**config.mk**
```make
export PLATFORM = sky130hd
export DESIGN_NAME = bht_fpu
export DESIGN_NICKNAME = d
export VERILOG_FILES = /design/src/bht_pkg.sv /design/src/bht_fpu.sv
export SDC_FILE = /design/constraint.sdc
export NUM_CORES = 2
export LEC_CHECK = 0
export ABC_AREA = 1
export BUFFER_PORTS_ARGS = -buffer_cell sky130_fd_sc_hd__buf_4
export CORE_UTILIZATION = 45
export DETAILED_ROUTE_END_ITERATION = 12
export GPL_ROUTABILITY_DRIVEN = 0
export PLACE_DENSITY = 0.66
export SYNTH_ARGS = -nofsm -noshare
export SYNTH_HDL_FRONTEND = slang
export SYNTH_SLANG_ARGS = --single-unit
```
**constraint.sdc**
```tcl
create_clock -name i_clk -period 15.4 [get_ports i_clk]
set_clock_uncertainty 0.1 [all_clocks]
set_input_delay 1.54 -clock i_clk [delete_from_list [all_inputs] [get_ports i_clk]]
set_output_delay 1.54 -clock i_clk [all_outputs]
set_load 0.05 [all_outputs]
```
**src/bht_pkg.sv**
```systemverilog
package bht_pkg;

    localparam int MAX_BONES_DEF = 256;

    // configuration port
    localparam int NUM_CFG   = 8;
    localparam int CFG_IDX_W = 4;

    localparam logic [63:0] PRE_RESET [NUM_CFG] = '{
        64'h0000_0000_3F80_0000, 64'h0000_0000_0000_0000,
        64'h3F80_0000_0000_0000, 64'h0000_0000_0000_0000,
        64'h0000_0000_0000_0000, 64'h0000_0000_3F80_0000,
        64'h0000_0000_0000_0000, 64'h3F80_0000_0000_0000
    };

    // float32 constants
    localparam logic [31:0] F32_ONE   = 32'h3F80_0000;
    localparam logic [31:0] F32_QNAN  = 32'hFFC0_0000;
    localparam logic [30:0] F32_INF   = 31'h7F80_0000;
    localparam logic [31:0] F32_QUIET = 32'h0040_0000;

    localparam int FPU_LATENCY = 3;

    typedef enum logic [1:0] {
        FOP_MUL = 2'd0,
        FOP_ADD = 2'd1,
        FOP_SUB = 2'd2
    } t_fop;

    typedef struct packed {
        logic        start;
        t_fop        op;
        logic [31:0] a;
        logic [31:0] b;
    } t_fpu_req;

endpackage

```
**src/bht_fpu.sv**
```systemverilog
// float32 mul / add / sub, round to nearest even, full subnormal support.
// Three stages: operate, find leading one, shift + round + pack.
module bht_fpu (
    input  logic              i_clk,
    input  logic              i_rst_n,
    input  bht_pkg::t_fpu_req i_req,
    output logic              o_done,
    output logic [31:0]       o_result
);

    // ---- stage 1: unpack, multiply or align + add
    logic [7:0]  ea_f, eb_f, ea, eb;
    logic [23:0] ma, mb;
    logic        sa, sb, nan_a, nan_b, inf_a, inf_b, zero_a, zero_b;
    logic        spec;
    logic [31:0] spec_val;
    logic        sgn, zsgn;
    logic [47:0] mag;
    logic signed [11:0] q;
    logic        swap;
    logic [7:0]  e_big, e_sml, d;
    logic [23:0] m_big, m_sml;
    logic [4:0]  dcap;
    logic [53:0] wide;
    logic [26:0] a27, b27;
    logic [27:0] sum28;
    logic        s_big;

    always_comb begin
        ea_f   = i_req.a[30:23];
        eb_f   = i_req.b[30:23];
        sa     = i_req.a[31];
        sb     = i_req.b[31] ^ (i_req.op == bht_pkg::FOP_SUB);
        ea     = (ea_f == 8'd0) ? 8'd1 : ea_f;
        eb     = (eb_f == 8'd0) ? 8'd1 : eb_f;
        ma     = {ea_f != 8'd0, i_req.a[22:0]};
        mb     = {eb_f != 8'd0, i_req.b[22:0]};
        nan_a  = (ea_f == 8'hFF) && (i_req.a[22:0] != 23'd0);
        nan_b  = (eb_f == 8'hFF) && (i_req.b[22:0] != 23'd0);
        inf_a  = (ea_f == 8'hFF) && (i_req.a[22:0] == 23'd0);
        inf_b  = (eb_f == 8'hFF) && (i_req.b[22:0] == 23'd0);
        zero_a = (i_req.a[30:0] == 31'd0);
        zero_b = (i_req.b[30:0] == 31'd0);

        swap  = {eb, mb} > {ea, ma};
        e_big = swap ? eb : ea;
        e_sml = swap ? ea : eb;
        m_big = swap ? mb : ma;
        m_sml = swap ? ma : mb;
        s_big = swap ? sb : sa;
        d     = e_big - e_sml;
        dcap  = (d > 8'd31) ? 5'd31 : d[4:0];
        wide  = {m_sml, 3'b000, 27'd0} >> dcap;
        a27   = {m_big, 3'b000};
        b27   = wide[53:27] | {26'd0, |wide[26:0]};
        sum28 = (sa == sb) ? ({1'b0, a27} + {1'b0, b27}) : ({1'b0, a27} - {1'b0, b27});

        spec     = 1'b0;
        spec_val = '0;
        if (i_req.op == bht_pkg::FOP_MUL) begin
            sgn  = sa ^ sb;
            zsgn = sa ^ sb;
            mag  = ma * mb;
            q    = $signed({4'd0, ea}) + $signed({4'd0, eb}) - 12'sd300;
        end else begin
            sgn  = s_big;
            zsgn = sa & sb;
            mag  = {20'd0, sum28};
            q    = $signed({4'd0, e_big}) - 12'sd153;
        end

        // NaN from the first operand wins, always returned quiet
        if (nan_a) begin
            spec     = 1'b1;
            spec_val = i_req.a | bht_pkg::F32_QUIET;
        end else if (nan_b) begin
            spec     = 1'b1;
            spec_val = i_req.b | bht_pkg::F32_QUIET;
        end else if (i_req.op == bht_pkg::FOP_MUL) begin
            if ((inf_a && zero_b) || (inf_b && zero_a)) begin
                spec     = 1'b1;
                spec_val = bht_pkg::F32_QNAN;
            end else if (inf_a || inf_b) begin
                spec     = 1'b1;
                spec_val = {sa ^ sb, bht_pkg::F32_INF};
            end
        end else begin
            if (inf_a && inf_b && (sa != sb)) begin
                spec     = 1'b1;
                spec_val = bht_pkg::F32_QNAN;
            end else if (inf_a) begin
                spec     = 1'b1;
                spec_val = {sa, bht_pkg::F32_INF};
            end else if (inf_b) begin
                spec     = 1'b1;
                spec_val = {sb, bht_pkg::F32_INF};
            end
        end
    end

    logic               r1_valid, r1_spec, r1_sgn, r1_zsgn;
    logic [31:0]        r1_spec_val;
    logic [47:0]        r1_mag;
    logic signed [11:0] r1_q;

    // ---- stage 2: leading one and shift amount
    logic [5:0]         lead;
    logic signed [11:0] rp, rq, rsh;

    always_comb begin
        lead = '0;
        for (int k = 0; k < 48; k++) begin
            if (r1_mag[k]) begin
                lead = 6'(k);
            end
        end
        rp  = $signed({6'd0, lead}) - 12'sd23;
        rq  = -12'sd149 - r1_q;
        rsh = (rp > rq) ? rp : rq;
    end

    logic               r2_valid, r2_spec, r2_sgn, r2_zsgn, r2_zero;
    logic [31:0]        r2_spec_val;
    logic [47:0]        r2_mag;
    logic signed [11:0] r2_rsh, r2_eo;

    // ---- stage 3: shift, round, pack
    logic [11:0] nrsh;
    logic [5:0]  rc;
    logic [95:0] ext;
    logic [47:0] m_l;
    logic [23:0] m;
    logic        rbit, sticky, up;
    logic [24:0] m25;
    logic [34:0] packed_v;
    logic [31:0] res;

    always_comb begin
        nrsh = -r2_rsh;
        rc   = (r2_rsh > 12'sd63) ? 6'd63 : r2_rsh[5:0];
        ext  = {r2_mag, 48'd0} >> rc;
        m_l  = r2_mag << nrsh[4:0];
        if (r2_rsh[11]) begin
            m      = m_l[23:0];
            rbit   = 1'b0;
            sticky = 1'b0;
        end else begin
            m      = ext[71:48];
            rbit   = ext[47];
            sticky = |ext[46:0];
        end
        up       = rbit && (sticky || m[0]);
        m25      = {1'b0, m} + {24'd0, up};
        packed_v = {r2_eo, 23'd0} + {10'd0, m25};
        if (r2_spec) begin
            res = r2_spec_val;
        end else if (r2_zero) begin
            res = {r2_zsgn, 31'd0};
        end else if (packed_v[34:23] >= 12'd255) begin
            res = {r2_sgn, bht_pkg::F32_INF};
        end else begin
            res = {r2_sgn, packed_v[30:0]};
        end
    end

    always_ff @(posedge i_clk) begin
        if (!i_rst_n) begin
            r1_valid <= 1'b0;
            r2_valid <= 1'b0;
            o_done   <= 1'b0;
        end else begin
            r1_valid <= i_req.start;
            r2_valid <= r1_valid;
            o_done   <= r2_valid;
        end
        r1_spec     <= spec;
        r1_spec_val <= spec_val;
        r1_sgn      <= sgn;
        r1_zsgn     <= zsgn;
        r1_mag      <= mag;
        r1_q        <= q;

        r2_spec     <= r1_spec;
        r2_spec_val <= r1_spec_val;
        r2_sgn      <= r1_sgn;
        r2_zsgn     <= r1_zsgn;
        r2_zero     <= (r1_mag == 48'd0);
        r2_mag      <= r1_mag;
        r2_rsh      <= rsh;
        r2_eo       <= r1_q + rsh + 12'sd149;

        o_result    <= res;
    end

endmodule

```
# Word-level counts from Yosys, hierarchy flattened
# Index checks and enable logic that the tools add are counted.
[totals]
reg_bits = 238
input_bits = 69
out_inout_bits = 33
elab_cells = 160
[op_classes]
n_addsub = 13
multipliers = 1
n_lt_le_gt_ge = 5
eq_ne = 5
shifts = 3
mux = 82
n_bitwise = 4
n_reduce_logical = 27
[ops]
columns = ["op", "n"]
rows = [
  ["$mux 32", 10],
  ["$mux 6", 47],
  ["$shr 96x6->72", 1],
  ["$mux 24", 3],
  ["$logic_not 31->1", 2],
  ["$mux 28", 2],
  ["$shr 54x5->54", 1],
  ["$logic_not 48->1", 1],
  ["$mul 24x24->48", 1],
  ["$shl 48x5->24", 1],
  ["$reduce_or 47->1", 1],
  ["$logic_not 23->1", 2],
  ["$reduce_bool 23->1", 2],
  ["$add 35x25->35", 1],
  ["$gt 32x32->1", 1],
  ["$mux 8", 4],
  ["$mux 31", 1],
  ["$add 27x27->28", 1],
  ["$sub 27x27->28", 1],
  ["$or 27x1->27", 1],
  ["$reduce_or 27->1", 1],
  ["$add 24x1->25", 1],
  ["$mux 12", 2],
  ["$eq 8x8->1 const B", 2],
  ["26 further kinds", 50],
]

# Logic depth before layout (Yosys ltp)
[logic_depth]
word_depth = 52
mapped_depth = 80

# Worst setup path before layout
# Ideal clock, no wire load.
[synth_path]
path_type = "input -> register"
from = "input port i_req[3] (netlist name)"
to = "register r1_mag[47]"
setup_time_ns = 0.122
t_arrival_ns = 8.391
path_slack_ns = 6.787
path_stages = 33
path_buffers = 2
cell_sequence = "clkbuf_1 clkbuf_1 nand2_1 fa_1 fa_1 inv_1 fa_1 ha_1 fa_1 inv_1 fa_1 fa_1 inv_1 ha_1 a21oi_1 a21boi_0 inv_1 a21oi_1 o21ai_1 a31oi_1 o21ai_1 a21oi_1 o21ai_1 a21boi_0 o21ai_1 a31oi_1 o21ai_1 a21boi_0 o21ai_1 a21oi_1 o21ai_1 o21ai_0 a21oi_1"
[synth_between]
elab_chain_len = 1
[synth_rtl]
columns = ["item", "line_no", "text"]
rows = [
  ["from (decl)", "bht_fpu.sv:6", "input bht_pkg::t_fpu_req i_req,"],
  ["$mul 24x24->48", "bht_fpu.sv:63", "mag = ma * mb;"],
  ["to (signal assigned)", "bht_fpu.sv:180", "r1_mag <= mag;"],
  ["to (decl)", "bht_fpu.sv:103", "logic [47:0] r1_mag;"],
]
# Every way passes these cells.
# A chain may end at the register's enable or synchronous reset.

# Worst setup path in the final report
[layout_path]
from = "input port i_req[29] (netlist name)"
to = "register r1_mag[26]"
[layout_between]
elab_chain_len = 13
elab_cells_between_ends = 19
classes_between = "add/sub: 3; mul: 1; order compare: 2; shift: 1; mux: 8; bitwise: 1; reduce/logical: 3"
[layout_rtl]
columns = ["item", "line_no", "text"]
rows = [
  ["$logic_not 8->1", "bht_fpu.sv:35", "eb = (eb_f == 8'd0) ? 8'd1 : eb_f;"],
  ["$mux 8", "bht_fpu.sv:35", ""],
  ["$gt 32x32->1", "bht_fpu.sv:45", "swap = {eb, mb} > {ea, ma};"],
  ["$mux 8, on equally long branches", "bht_fpu.sv:46, bht_fpu.sv:47", ""],
  ["$sub 8x8->8", "bht_fpu.sv:51", "d = e_big - e_sml;"],
  ["$gt 8x5->1", "bht_fpu.sv:52", "dcap = (d > 8'd31) ? 5'd31 : d[4:0];"],
  ["$mux 5", "bht_fpu.sv:52", ""],
  ["$shr 54x5->54", "bht_fpu.sv:53", "wide = {m_sml, 3'b000, 27'd0} >> dcap;"],
  ["$reduce_or 27->1", "bht_fpu.sv:55", "b27 = wide[53:27] | {26'd0, |wide[26:0]};"],
  ["$or 27x1->27", "bht_fpu.sv:55", ""],
  ["$sub 27x27->28 / $add 27x27->28 (equally long branches)", "bht_fpu.sv:56", "sum28 = (sa == sb) ? ({1'b0, a27} + {1'b0, b27}) : ({1'b0, a27} - {1'b0, b27});"],
  ["$mux 28", "bht_fpu.sv:56", ""],
  ["$mux 28 *", "bht_fpu.sv:60", "if (i_req.op == bht_pkg::FOP_MUL) begin"],
  ["net mag[26]", "bht_fpu.sv:18", "logic [47:0] mag;"],
]
# The timed path passes the listed nets; every way through them passes the cells marked *.

==> qor.yml <==
timing:
  worst_slew_margin_rel_pct: 19.03
  hold-worst-slack_ps: 221.6
  hold_viol: 0
  setup_viol_count_final: 0
  fin_crit_ps: 10500
  setup-tns-final_ps: 0
  slew_viol_final: 0
  tightestPinTransition_ps: 1215
  fin_crit_sh_pct: 68.17
  grt_setup_unrepaired: "no"
  fmax_ghz: 0.09526
clock_tree:
  clk_path_buf_depth: 3
  clock_tree.root_cell: "sky130_fd_sc_hd__clkbuf_16"
  cts_resized: 0
  numClockSinks: 236
  postCtsHoldBufs: 0
  latest_clock_arrival_within_the_worst_skew_pair_ps: 540
  post-cts-setup-buffers: 0
  clock_tree.htree_level_count: 1
  tritoncts: "built"
  clk_pin_slew_worst_paths_ps: 60
  cts_buffers: 26
global_routing:
  grt_max_degree: 101
  grt.overflow.total: 0
  grt_pass1_vias: 34620
  grt_usage_pct: 27.20
  grt_pass1_wl_mm: 187.4
  antenna_found_initial: 1
cells_and_area:
  nFillCells: 8680
  syn_to_final_growth_pct: 5.189
  antennaDiodeCount: 0
  layout.cells.most_common_list: "sky130_fd_sc_hd__nand2_1 (1565), sky130_fd_sc_hd__inv_1 (1141), sky130_fd_sc_hd__fa_1 (485)"
  post-route-util_pct: 47.94
  layout.nets: 6445
  post_route_cells_drive_above_1_share_pct: 4.681
  leading_cell_type_in_the_layout_fill_and_taps_excluded: "sky130_fd_sc_hd__nand2_1"
setup_path:
  critical_path_peak_fanout: 100
  crit-reg2reg-capture: "r2_eo[11]"
  criticalPathCategory: "in2reg"
  critical-path-slowest-cell: "sky130_fd_sc_hd__nand2_4"
  cpMostUsedCell: "sky130_fd_sc_hd__nand2_1"
  ff_to_ff_path_depth: 75
  cp_data_arrival_time_ps: 10890
  r2r_setup_slack_ps: 7760
  worst_setup_path_end_kind: "register"
  start_kind: "input port"
  startpoint_of_the_worst_register_to_register_path: "r1_mag[3]"
  crit_start: "i_req[29]"
  worstSetupEndpoint: "r1_mag[26]"
  worstPathRequired_ps: 15790
  cp_slowest_stage_delay_ps: 690
synth:
  synthCells: 5694
  ys_dominant_reg_cell: "sky130_fd_sc_hd__dfxtp_1"
  number_of_enable_type_register_cells_in_the_synthesized_netlist: 0
  synth_seq_area_share_pct: 12.12
  netlist_area_mm2: 0.03899
  syn_avg_cell_area_um2: 6.847
  synth.distinct_cells: 72
  syn_nets: 6583
  total_of_flip_flops_plus_latches_after_synthesis: 236
  async_reset_ff_share_pct: 0
  yosys_warnings: 0
detailed_routing:
  route.detailed.wl_per_inst_um: 17.65
  detail-route-antenna-nets: 0
  drt_first_pass_iters: 9
  drt_drc_violations_left: 0
  detail_route.iter0.violations: 3261
  drt-total-wl_mm: 118.6
  detailroute.via_count: 35680
  via_per_inst: 5.309
die:
  ioPinCount: 102
  design.die.area_mm2: 0.08782
  core_area_mm2: 0.08555
  die_width_um: 296.3
  rows: 107
  start_util_pct: 45.57
  die_height_um: 296.3
outcome:
  status: "complete, no violations"
place:
  io_buffer_count: 101
  place.detailed.hpwl_mm: 93.38
min_path:
  hp-class: "reg2reg"
  worstHoldStart: "r1_spec_val[26]"
run:
  cap_viol_max_count: 0
## routing by layer
metal	share of wire (%)	GRT usage [%]	wire [um]	vias to the layer above
met5	0.0059	0	7	-
met4	2.8	7.669	3373	2
met3	9.6	5.499	11390	237
met2	45	44.06	52990	1542
met1	43	36.66	50880	16750
li1	-	-	-	17140
## logic make-up after synthesis
logic type,after synthesis,synth area share (%)
adder cells (fa/ha/maj),820,35.65
AND/OR/NAND/NOR,2269,24.13
multiplexers,32,0.8216
flip-flops,236,12.12
buffers and inverters,1451,14.32
XOR/XNOR,65,1.479
AO/OA/AOI/OAI,821,11.48
## stage by stage
step	setup WS, ps	cells	instance area (um2)
final	4902	6720	41010
after global routing	3867	6720	41010
after CTS	5171	6720	41010
after detailed placement	4600	6672	40140
after global placement	4755	6672	40140
after floorplan	6787	5694	38990
## flip-flops by register name, indices dropped and copies added, names as in the netlist, 10 cells and up
name         count
r1_mag          48
r2_mag          48
o_result        32
r1_spec_val     32
r2_spec_val     32
r2_eo           12
r2_rsh          12
r1_q            10
## critical path, delay by kind of cell
kind,cells,cell delay [ps]
AO/OA/AOI/OAI,11,2330
AND/OR/NAND/NOR,28,4370
buffers and inverters,10,1550
adder cells (fa/ha/maj),3,1030
## cell usage after synthesis (7+ instances only)
master,n,area [um2]
sky130_fd_sc_hd__nand2_1,1566,5878
sky130_fd_sc_hd__inv_1,1141,4283
sky130_fd_sc_hd__fa_1,485,9709
sky130_fd_sc_hd__o21ai_0,392,1962
sky130_fd_sc_hd__ha_1,335,4192
sky130_fd_sc_hd__nor2_1,273,1025
sky130_fd_sc_hd__clkbuf_1,242,908.4
sky130_fd_sc_hd__nand3_1,241,1206
sky130_fd_sc_hd__dfxtp_1,236,4725
sky130_fd_sc_hd__a21oi_1,209,1046
sky130_fd_sc_hd__o21ai_1,89,445.4
sky130_fd_sc_hd__nand4_1,66,412.9
sky130_fd_sc_hd__xor2_1,53,464.2
sky130_fd_sc_hd__nor3_1,33,165.2
sky130_fd_sc_hd__mux2i_1,32,320.3
sky130_fd_sc_hd__buf_2,23,115.1
sky130_fd_sc_hd__nor4_1,20,125.1
sky130_fd_sc_hd__a31oi_1,17,106.4
sky130_fd_sc_hd__inv_2,17,63.81
sky130_fd_sc_hd__o211ai_1,15,112.6
sky130_fd_sc_hd__o21a_1,15,112.6
sky130_fd_sc_hd__or2_2,14,87.58
sky130_fd_sc_hd__o21ai_2,13,113.9
sky130_fd_sc_hd__o21bai_1,11,82.58
sky130_fd_sc_hd__xnor2_1,11,96.34
sky130_fd_sc_hd__buf_6,10,112.6
sky130_fd_sc_hd__o31ai_1,10,75.07
sky130_fd_sc_hd__nand2_2,9,56.30
sky130_fd_sc_hd__a211oi_1,7,52.55
sky130_fd_sc_hd__buf_1,7,26.28
sky130_fd_sc_hd__buf_4,7,52.55
sky130_fd_sc_hd__o22ai_1,7,43.79
## how the worst min path moves through the flow
stage	cells past startpoint	slack (ps)	to
3_5_place_dp	0	210	r2_spec_val[27]
2_1_floorplan	0	210	r2_sgn
5_1_grt	0	230	r2_spec_val[26]
6_report	0	220	r2_spec_val[26]
4_1_cts	0	220	r2_spec_val[26]
3_3_place_gp	0	210	r2_spec
## cell type report
class / instances / area (um2) / area share, %
multi-input combinational: 4007 / 28700 / 69.97
sequential: 236 / 4725 / 11.52
inverter: 1162 / 4367 / 10.65
tap: 1144 / 1431 / 3.490
timing repair buffer: 123 / 923.4 / 2.252
clock buffer: 35 / 714.4 / 1.742
clock inverter: 13 / 153.9 / 0.3753
Power is not shown: default switching activity piles up to over one toggle a cycle in this logic, so the estimate is an artifact.
